File: config.mk
export PLATFORM = sky130hd
export DESIGN_NAME = utf8_to_utf16_transcoder_unit
export DESIGN_NICKNAME = d
export VERILOG_FILES = /design/src/rtl/core/u8u16_pkg.sv /design/src/rtl/core/u8u16_front.sv /design/src/rtl/core/u8u16_fifo.sv /design/src/rtl/core/u8u16_back.sv /design/src/rtl/core/u8u16_emit.sv /design/src/rtl/core/utf8_to_utf16_transcoder_unit.sv
export SDC_FILE = /design/constraint.sdc
export NUM_CORES = 1
export LEC_CHECK = 0
export ABC_AREA = 1
export ABC_CLOCK_PERIOD_IN_PS = 8830
export BUFFER_PORTS_ARGS = -buffer_cell sky130_fd_sc_hd__buf_4
export CAP_MARGIN = 10
export CORE_UTILIZATION = 40
export CTS_BUF_LIST = sky130_fd_sc_hd__clkbuf_4 sky130_fd_sc_hd__clkbuf_8
export DETAILED_ROUTE_END_ITERATION = 8
export PLACE_DENSITY_LB_ADDON = 0.05
export SYNTH_ARGS = -nofsm -noshare
export SYNTH_HDL_FRONTEND = slang
export SYNTH_SLANG_ARGS = --single-unit
export TNS_END_PERCENT = 5
File: constraint.sdc
create_clock -name clk -period 8.83 [get_ports clk]
set_clock_uncertainty 0.1 [all_clocks]
set_input_delay 0.4415 -clock clk [delete_from_list [all_inputs] [get_ports clk]]
set_output_delay 0.4415 -clock clk [all_outputs]
set_load 0.05 [all_outputs]
File: src/rtl/core/u8u16_pkg.sv
package u8u16_pkg;

  localparam int unsigned UNITS_MAX = 4;
  localparam int unsigned QUEUE_DEPTH = 4;

  localparam logic [15:0] REPLACE_UNIT = 16'h003F;
  localparam logic [15:0] HIGH_BASE = 16'hD800;
  localparam logic [5:0] LOW_TAG = 6'b110111;
  localparam logic [20:0] PLANE_BASE = 21'h010000;

  // sequence lengths of held lead bytes
  localparam logic [2:0] SEQ_NONE = 3'd0;
  localparam logic [2:0] SEQ_TWO = 3'd2;
  localparam logic [2:0] SEQ_THREE = 3'd3;
  localparam logic [2:0] SEQ_FOUR = 3'd4;

  // all units caused by one input byte
  typedef struct packed {
    logic [UNITS_MAX-1:0][15:0] units;
    logic [2:0] count;
    logic fin;
  } entry_t;

endpackage

File: src/rtl/core/u8u16_front.sv
module u8u16_front (
  input  logic clk,
  input  logic rst,
  input  logic in_valid,
  output logic in_ready,
  input  logic [7:0] in_byte,
  input  logic in_final,
  input  logic push_ready,
  output logic push,
  output u8u16_pkg::entry_t push_entry
);

  logic [20:0] partial_point;
  logic [1:0] held_count;
  logic [2:0] sequence_length;
  logic [20:0] partial_point_next;
  logic [1:0] held_count_next;
  logic [2:0] sequence_length_next;

  logic [3:0][15:0] units;
  logic [2:0] n;
  logic do_fresh;
  logic [20:0] delta;
  logic accept;

  assign in_ready = push_ready;
  assign accept = in_valid && in_ready;

  always_comb begin
    partial_point_next = partial_point;
    held_count_next = held_count;
    sequence_length_next = sequence_length;
    units = '0;
    n = 3'd0;
    do_fresh = 1'b0;
    delta = '0;

    if (held_count != 2'd0) begin
      if (in_byte[7:6] == 2'b10) begin
        partial_point_next = {partial_point[14:0], in_byte[5:0]};
        held_count_next = held_count + 2'd1;
        if (held_count_next == 2'd0 || {1'b0, held_count_next} >= sequence_length) begin
          // complete code point: one unit or a surrogate pair
          if (partial_point_next[20:16] == 5'd0) begin
            units[0] = partial_point_next[15:0];
            n = 3'd1;
          end else begin
            delta = partial_point_next - u8u16_pkg::PLANE_BASE;
            units[0] = u8u16_pkg::HIGH_BASE + {5'd0, delta[20:10]};
            units[1] = {u8u16_pkg::LOW_TAG, delta[9:0]};
            n = 3'd2;
          end
          partial_point_next = '0;
          held_count_next = 2'd0;
          sequence_length_next = u8u16_pkg::SEQ_NONE;
        end
      end else begin
        // broken sequence: one replacement per held byte
        for (int k = 0; k < 3; k++) begin
          if (k < int'(held_count)) begin
            units[n[1:0]] = u8u16_pkg::REPLACE_UNIT;
            n = n + 3'd1;
          end
        end
        partial_point_next = '0;
        held_count_next = 2'd0;
        sequence_length_next = u8u16_pkg::SEQ_NONE;
        do_fresh = 1'b1;
      end
    end else begin
      do_fresh = 1'b1;
    end

    if (do_fresh) begin
      case (in_byte) inside
        [8'h00:8'h7F]: begin
          units[n[1:0]] = {8'h00, in_byte};
          n = n + 3'd1;
        end
        [8'hC0:8'hDF]: begin
          partial_point_next = {16'd0, in_byte[4:0]};
          held_count_next = 2'd1;
          sequence_length_next = u8u16_pkg::SEQ_TWO;
        end
        [8'hE0:8'hEF]: begin
          partial_point_next = {17'd0, in_byte[3:0]};
          held_count_next = 2'd1;
          sequence_length_next = u8u16_pkg::SEQ_THREE;
        end
        [8'hF0:8'hF7]: begin
          partial_point_next = {18'd0, in_byte[2:0]};
          held_count_next = 2'd1;
          sequence_length_next = u8u16_pkg::SEQ_FOUR;
        end
        default: begin
          // stray continuation or invalid lead
          units[n[1:0]] = u8u16_pkg::REPLACE_UNIT;
          n = n + 3'd1;
        end
      endcase
    end

    // truncated sequence at end of string
    if (in_final && held_count_next != 2'd0) begin
      for (int k = 0; k < 3; k++) begin
        if (k < int'(held_count_next) && n < 3'd4) begin
          units[n[1:0]] = u8u16_pkg::REPLACE_UNIT;
          n = n + 3'd1;
        end
      end
      partial_point_next = '0;
      held_count_next = 2'd0;
      sequence_length_next = u8u16_pkg::SEQ_NONE;
    end
  end

  assign push = accept && (n != 3'd0);
  assign push_entry.units = units;
  assign push_entry.count = n;
  assign push_entry.fin = in_final;

  always_ff @(posedge clk) begin
    if (rst) begin
      partial_point <= '0;
      held_count <= 2'd0;
      sequence_length <= u8u16_pkg::SEQ_NONE;
    end else if (accept) begin
      partial_point <= partial_point_next;
      held_count <= held_count_next;
      sequence_length <= sequence_length_next;
    end
  end

endmodule

File: src/rtl/core/u8u16_fifo.sv
module u8u16_fifo (
  input  logic clk,
  input  logic rst,
  input  logic push,
  output logic push_ready,
  input  u8u16_pkg::entry_t push_entry,
  input  logic pop,
  output logic head_valid,
  output u8u16_pkg::entry_t head_entry
);

  localparam int unsigned PW = $clog2(u8u16_pkg::QUEUE_DEPTH);

  u8u16_pkg::entry_t mem [u8u16_pkg::QUEUE_DEPTH];
  logic [PW-1:0] wr_ptr;
  logic [PW-1:0] rd_ptr;
  logic [PW:0] fill;

  assign push_ready = (fill != (PW+1)'(u8u16_pkg::QUEUE_DEPTH));
  assign head_valid = (fill != '0);
  assign head_entry = mem[rd_ptr];

  always_ff @(posedge clk) begin
    if (push) begin
      mem[wr_ptr] <= push_entry;
    end
  end

  always_ff @(posedge clk) begin
    if (rst) begin
      wr_ptr <= '0;
      rd_ptr <= '0;
      fill <= '0;
    end else begin
      if (push) begin
        wr_ptr <= wr_ptr + PW'(1);
      end
      if (pop) begin
        rd_ptr <= rd_ptr + PW'(1);
      end
      if (push && !pop) begin
        fill <= fill + (PW+1)'(1);
      end else if (pop && !push) begin
        fill <= fill - (PW+1)'(1);
      end
    end
  end

endmodule

File: src/rtl/core/u8u16_back.sv
module u8u16_back (
  input  logic clk,
  input  logic rst,
  input  logic push,
  output logic push_ready,
  input  u8u16_pkg::entry_t push_entry,
  output logic out_valid,
  input  logic out_ready,
  output logic [15:0] code_unit,
  output logic run_last,
  output logic string_end
);

  logic pop;
  logic head_valid;
  u8u16_pkg::entry_t head_entry;

  // per-byte unit bundles wait here
  u8u16_fifo u_fifo (
    .clk        (clk),
    .rst        (rst),
    .push       (push),
    .push_ready (push_ready),
    .push_entry (push_entry),
    .pop        (pop),
    .head_valid (head_valid),
    .head_entry (head_entry)
  );

  // one unit per output beat
  u8u16_emit u_emit (
    .clk        (clk),
    .rst        (rst),
    .head_valid (head_valid),
    .head_entry (head_entry),
    .pop        (pop),
    .out_valid  (out_valid),
    .out_ready  (out_ready),
    .code_unit  (code_unit),
    .run_last   (run_last),
    .string_end (string_end)
  );

endmodule

File: src/rtl/core/u8u16_emit.sv
module u8u16_emit (
  input  logic clk,
  input  logic rst,
  input  logic head_valid,
  input  u8u16_pkg::entry_t head_entry,
  output logic pop,
  output logic out_valid,
  input  logic out_ready,
  output logic [15:0] code_unit,
  output logic run_last,
  output logic string_end
);

  logic [1:0] idx;
  logic load;
  logic take;
  logic is_last;

  // output register is free when empty or being drained this cycle
  assign load = !out_valid || out_ready;
  assign take = load && head_valid;
  assign is_last = ({1'b0, idx} == (head_entry.count - 3'd1));
  assign pop = take && is_last;

  always_ff @(posedge clk) begin
    if (rst) begin
      out_valid <= 1'b0;
      idx <= 2'd0;
    end else if (load) begin
      out_valid <= head_valid;
      if (take) begin
        idx <= is_last ? 2'd0 : idx + 2'd1;
      end
    end
  end

  always_ff @(posedge clk) begin
    if (take) begin
      code_unit <= head_entry.units[idx];
      run_last <= is_last;
      string_end <= is_last && head_entry.fin;
    end
  end

endmodule

File: src/rtl/core/utf8_to_utf16_transcoder_unit.sv
// utf8 to utf16 transcoder
// input channel: one utf-8 byte per beat (in_byte) with in_final set on the
//   last byte of a string; in_valid / in_ready handshake
// output channel: one utf-16 code unit per beat (code_unit), with run_last on
//   the last unit caused by a byte and string_end on the last unit of a string
// a byte may cause zero to four units: lead bytes and unfinished sequences
//   give none, completed points one or a surrogate pair, malformed input one
//   '?' per held byte plus whatever the current byte gives
// the first unit of a byte passes through the queue and then the output
//   register before its own beat, and a stall can hold it in either
// throughput: one byte per cycle in; one unit per cycle out while out_ready
//   is high; the front takes a byte while the four-entry unit queue has room
// a byte with several units holds the queue head for that many output beats
// when the receiver stalls, the output register holds, the queue fills, and
//   then in_ready drops until an entry drains (it stays low in a full cycle
//   even if the head leaves at that edge)
// reset: clears the held sequence, empties the queue and drops out_valid
module utf8_to_utf16_transcoder_unit (
  input  logic clk,
  input  logic rst,
  input  logic in_valid,
  output logic in_ready,
  input  logic [7:0] in_byte,
  input  logic in_final,
  output logic out_valid,
  input  logic out_ready,
  output logic [15:0] code_unit,
  output logic run_last,
  output logic string_end
);

  // front to back, through the queue
  logic push;
  logic push_ready;
  u8u16_pkg::entry_t push_entry;

  // decode and classify each byte, keep the partial code point
  u8u16_front u_front (
    .clk        (clk),
    .rst        (rst),
    .in_valid   (in_valid),
    .in_ready   (in_ready),
    .in_byte    (in_byte),
    .in_final   (in_final),
    .push_ready (push_ready),
    .push       (push),
    .push_entry (push_entry)
  );

  // short queue of per-byte unit bundles, then serialize each bundle,
  // one unit per output beat
  u8u16_back u_back (
    .clk        (clk),
    .rst        (rst),
    .push       (push),
    .push_ready (push_ready),
    .push_entry (push_entry),
    .out_valid  (out_valid),
    .out_ready  (out_ready),
    .code_unit  (code_unit),
    .run_last   (run_last),
    .string_end (string_end)
  );

endmodule
[Yosys cells after proc, flatten, opt, wreduce, memory -nomap -nowiden]
Memory sizes are Yosys's and may differ from the RTL's. A register that Yosys moved wholly into a read port is not among the register bits.
Index checks and enable logic that the tools add are counted.
Operators by class
  magnitude comparators: 31
  equal/unequal tests: 3
  mux-type cells: 97
  divide/modulo/power cells: 0
  multipliers: 0
  bitwise gates (word level): 18
  shifts and indexed selects: 0
  add/sub/neg operators: 15
  reductions and logical operators: 34
Operator list (number)
  $mux 64: 16
  $not 40->40: 6
  $and 40x40->40: 5
  $demux 16 s2: 6
  $mux 21: 9
  $mux 16: 11
  $or 24x24->24: 5
  $mux 32: 3
  $mux 3: 31
  $bwmux 64: 1
  $and 10x40->40: 1
  $bmux 16 s2: 1
  $mux 2: 13
  $ge 8x8->1 const B: 3
  $le 8x8->1 const B: 3
  $or 6x24->24: 1
  $add 3x1->3 const B: 7
  $logic_and 1x1->1: 21
  $lt 2x3->1 const B: 7
  $sub 21x17->21 const B: 1
  $add 15x12->16 const A: 1
  $ge 2x1->1 const B: 6
  $lt 3x3->1 const B: 3
  $add 2x1->2 const B: 4
  other kinds (18): 33
Word-level totals
  bits in latches: 0
  register bits after elaboration: 54
  output and inout bits: 20
  input port bits: 13
  RAM bits: 272
  memories: 1
  memory bits (read-only): 0
  logic and storage cells: 210
Memories
  u_back.u_fifo.mem: depth 4, bits a word 68, read ports 1, clocked after Yosys merged registers in 1, wr ports 1, RTL line u8u16_fifo.sv:14  | u8u16_pkg::entry_t mem [u8u16_pkg::QUEUE_DEPTH];

[Longest topological paths before layout]
  depth in word-level cells: 36
  depth in mapped cells: 39
  depth with buffers taken out: 39

[Hierarchy]
From an unflattened synthesis, not the netlist that was laid out.
Second synthesis, totals
  cells, all modules: 1337
  area total of the unflattened synthesis: 14727.9 um^2
Modules (own cells, without submodules)
  u8u16_fifo: area each 10508.8 um^2, seq. area each 8348.0 um^2, times used 1, cells an instance 716
  u8u16_front: area each 2971.6 um^2, seq. area each 400.4 um^2, times used 1, cells an instance 476
  u8u16_emit: area each 1247.4 um^2, seq. area each 600.6 um^2, times used 1, cells an instance 145

[Least setup slack after synthesis]
OpenSTA, ideal clock, no wires.
  kind: reg-to-reg
  start point: reg u_front.held_count[0]
  end point: mem u_back.u_fifo.mem[0][0] in the netlist's numbering, enable pin
  arrival time: 6.281 ns
  path slack: 1.997 ns
  library setup time: 0.452 ns
  path buffers: 0
  clock period less this slack: 6.833 ns
  cell stages (with the launch flop): 32
  data required time: 8.278 ns
  cells stage by stage: dfxtp_1 inv_1 ha_1 ha_1 nand2_1 nand2_1 nand2_1 nand2_1 nand3_2 nand2_1 inv_1 ha_1 or2_2 a21boi_2 inv_1 ha_1 inv_1 nand3_1 nand2_1 inv_1 ha_1 nand2_1 nand2_1 ha_1 nand4_1 nand2_1 nand2_1 nand2_2 nor2_2 nor2_4 inv_2 nor2_1
RTL lines
  from (decl): RTL line u8u16_front.sv:14  | logic [1:0] held_count;
  from (signal assigned): RTL line u8u16_front.sv:129  | held_count <= held_count_next;
  to (decl): RTL line u8u16_fifo.sv:14

==> flow_metrics.py <==
metrics = {
    "pwr": {
        "combPwrFrac": 0.276,
        "p_clk_frac": 0.308,
        "p_seq_frac": 0.416,
        "p_int_mw": 2.322,
        "ir_worst_vdd_mv": 0.1449,
        "leakagePower_nw": 4.657,
        "power_density_mw_per_mm2": 282.0,
        "power_switching_mw": 1.252,
        "total_power_mw": 3.574,
        "netSwitchingFraction": 0.3502,
    },
    "timing": {
        "tightest_slew_ns": 1.157,
        "max_freq_mhz": 145.4,
        "rsz0062_at_grt": "false",
        "setup_viol": 0,
        "setup_tns_ns": 0,
        "drv_slew": 0,
        "fin_ws_ns": 1.955,
        "period_share": 0.7787,
        "timing.hold.ws_ns": 0.04756,
        "hold_violations": 0,
        "finalCriticalPeriod_ns": 6.876,
        "slew_headroom": 0.2223,
    },
    "place": {
        "dpl.hpwl_mm": 19.39,
        "port_buffers": 32,
        "placed_cells": 1440,
        "place_ws_ns": 1.963,
        "routabilityCongestion": 0.8714,
        "placed_area_mm2": 0.01177,
    },
    "grt": {
        "track_usage": 0.2148,
        "grt_antenna_before_repair": 1,
        "overflow": 0,
        "grt_pass1_vias": 7956,
        "grt_pass1_wl_mm": 46.15,
        "grt_max_degree": 95,
    },
    "cells_and_area": {
        "utilization": 0.4677,
        "final_cell_mix": "206 x edfxtp_1, 157 x nand2_1, 132 x nor2_1",
        "finalNetCount": 1158,
        "final_common_cell": "edfxtp_1",
        "stdcell_area_mm2": 0.01267,
        "stdcell_count": 1516,
        "drive_above_1_share": 0.1451,
        "synthToLayoutAreaGrowth_pct": 14.10,
        "n_antenna_cell": 0,
        "regArea_mm2": 0.006828,
        "fillers": 2560,
        "multiInputGateArea_mm2": 0.003786,
    },
    "die": {
        "dieHeight_um": 168.6,
        "row_count": 60,
        "initial_core_util": 0.4099,
        "dieArea_mm2": 0.02844,
        "dieWidth_um": 168.6,
        "io_pins": 33,
        "core_mm2": 0.02710,
    },
    "critical_path": {
        "required_ns": 8.95,
        "crit_type": "reg -> reg",
        "crit_fanout": 30,
        "cp_slowest_cell": "nor2_4",
        "r2r_cells": 30,
        "arrival_ns": 6.99,
        "reg2reg_setup_slack_ns": 1.95,
        "critical-path-max-stage-delay_ns": 0.76,
        "reg2reg_from": "u_front.held_count[0]$_SDFFE_PP0P_",
        "r2r-end": "u_back.u_fifo.mem[3][5]$_DFFE_PP_",
        "crit_path_frequent_cell": "nand2_1",
        "cp-end-kind": "flop",
        "worst_setup_path_start_kind": "flop",
    },
    "clock_network": {
        "htree_levels": 2,
        "cts_hold_buffers": 0,
        "cts_setup_buffers": 0,
        "clk_latency_ns": 0.57,
        "cts_sinks": 238,
        "cts_buffers": 43,
        "clock-root-buffer": "clkbuf_8",
        "path_clk_slew_ns": 0.06,
        "clock_path_buffers": 3,
        "ctsResizeCount": 0,
        "cts_tree": "yes",
    },
    "synthesis": {
        "ys_types": 46,
        "syn_inst": 1067,
        "synthesis.area_mm2": 0.01111,
        "seq_area_frac_synth": 0.6146,
        "syn_area_per_cell_um2": 10.41,
        "ys_warn_count": 0,
        "ys_ff_latch": 238,
    },
    "outcome": {
        "outcome": "completed",
    },
    "drt": {
        "vias": 8002,
        "firstDrtPassIters": 5,
        "drt_iter0_markers": 656,
        "viasPerCell": 5.278,
        "drc": 0,
        "avgRoutedWirePerCell_um": 19.59,
        "routed_wl_mm": 29.69,
        "ant_nets": 0,
    },
    "min_path": {
        "holdPathEnd": "u_back.u_fifo.mem[0][0]$_DFFE_PP_",
        "holdPathStages": 1,
        "hold_path_class": "in -> reg",
        "holdCritStartpoint": "in_final",
    },
    "flow_run": {
        "max_cap_viol_count": 0,
    },
}
==> cell type report <==
| cell class | instances | share of cell area |
|---|---|---|
| flip-flops and latches | 238 | 0.5387 |
| multi-input cells | 690 | 0.2987 |
| clock buffers | 63 | 0.05953 |
| well taps | 372 | 0.03672 |
| inverters | 96 | 0.02853 |
| repair buffers | 44 | 0.02606 |
| clock inverters | 13 | 0.01175 |
==> logic make-up (layout without fill, tap and decap cells) <==
kind of cell,Yosys count,in the layout,share of synthesized area
AND/OR/NAND/NOR,374,374,0.1469
buffers and inverters,146,216,0.05024
flip-flops,238,238,0.6146
AO/OA/AOI/OAI,270,270,0.1465
other,1,8,0.0003376
XOR/XNOR,6,6,0.004731
adder cells (fa/ha/maj),32,32,0.03672
==> power by group through the flow <==
stage / logic (mW) / clock network, mW / registers (mW)
6_report: 0.987 / 1.10 / 1.49
5_1_grt: 1.09 / 1.18 / 1.50
4_1_cts: 1.00 / 1.12 / 1.49
3_5_place_dp: 0.998 / 0 / 1.51
3_3_place_gp: 0.996 / 0 / 1.51
2_1_floorplan: 0.546 / 0 / 1.64
==> metal layers <==
layer | vias to the layer above | global-route usage | wire length, µm
met2 | 204 | 0.3401 | 13560
met3 | 67 | 0.03250 | 1497
met4 | 0 | 0.07905 | 890
met5 | - | 0 | 0
li1 | 3875 | - | -
met1 | 3856 | 0.2995 | 13750
==> cell usage after synthesis (all sizes together) <==
cell type	number	area [µm²]
a211oi	1	7.510
a21boi	2	18.77
a21oi	48	244.0
a22oi	6	45.04
a31oi	5	31.28
a32o	2	20.02
a32oi	1	8.760
buf	3	20.01
clkbuf	47	176.4
clkinv	1	5.000
conb	1	3.750
dfxtp	32	640.6
edfxtp	206	6186
fa	1	20.02
ha	31	387.9
inv	95	356.6
nand2	169	674.4
nand3	44	277.8
nand3b	1	7.510
nand4	4	25.02
nor2	143	569.3
nor3	8	40.04
nor4	2	18.77
o211ai	24	180.2
o21ai	128	651.9
o221ai	34	297.8
o22ai	17	106.4
o31ai	1	7.510
o32ai	1	8.760
or2	3	18.77
xnor2	2	17.52
xor2	4	35.03
==> flip-flops by register name, indices dropped and copies added, names as in the netlist, named ones only <==
| name | flops |
|---|---|
| u_back.u_fifo.rd_ptr | 2 |
| u_back.u_fifo.fill | 3 |
| u_back.u_emit.code_unit | 16 |
| u_back.u_emit.out_valid | 1 |
| u_back.u_emit.idx | 2 |
| u_front.partial_point | 15 |
| u_back.u_fifo.wr_ptr | 2 |
| u_front.held_count | 2 |
| u_back.u_emit.string_end | 1 |
| u_front.sequence_length | 3 |
| u_back.u_emit.run_last | 1 |
| u_back.u_fifo.mem | 188 |
==> worst max-delay path, delay by kind of cell, from the launching register on <==
kind	cells	cell delay, ns
buf+inv	9	1.71
simple gates	15	2.57
fa+ha+maj	5	1.47
compound gates	1	0.19
flops	1	0.45
==> how the worst max path moves through the flow <==
stage | start | end | slack (ns) | cells after the start
2_1_floorplan | u_front.held_count[0]$_SDFFE_PP0P_ | u_back.u_fifo.mem[0][0]$_DFFE_PP_ | 2.00 | 31
3_3_place_gp | u_front.held_count[0]$_SDFFE_PP0P_ | u_back.u_fifo.mem[3][5]$_DFFE_PP_ | 2.12 | 30
3_5_place_dp | u_front.held_count[0]$_SDFFE_PP0P_ | u_back.u_fifo.mem[3][5]$_DFFE_PP_ | 1.96 | 32
4_1_cts | u_front.held_count[0]$_SDFFE_PP0P_ | u_back.u_fifo.mem[3][5]$_DFFE_PP_ | 1.92 | 32
5_1_grt | u_front.held_count[0]$_SDFFE_PP0P_ | u_back.u_fifo.mem[3][5]$_DFFE_PP_ | 1.31 | 32
6_report | u_front.held_count[0]$_SDFFE_PP0P_ | u_back.u_fifo.mem[3][5]$_DFFE_PP_ | 1.95 | 30
(Power assumes the default switching activity.)
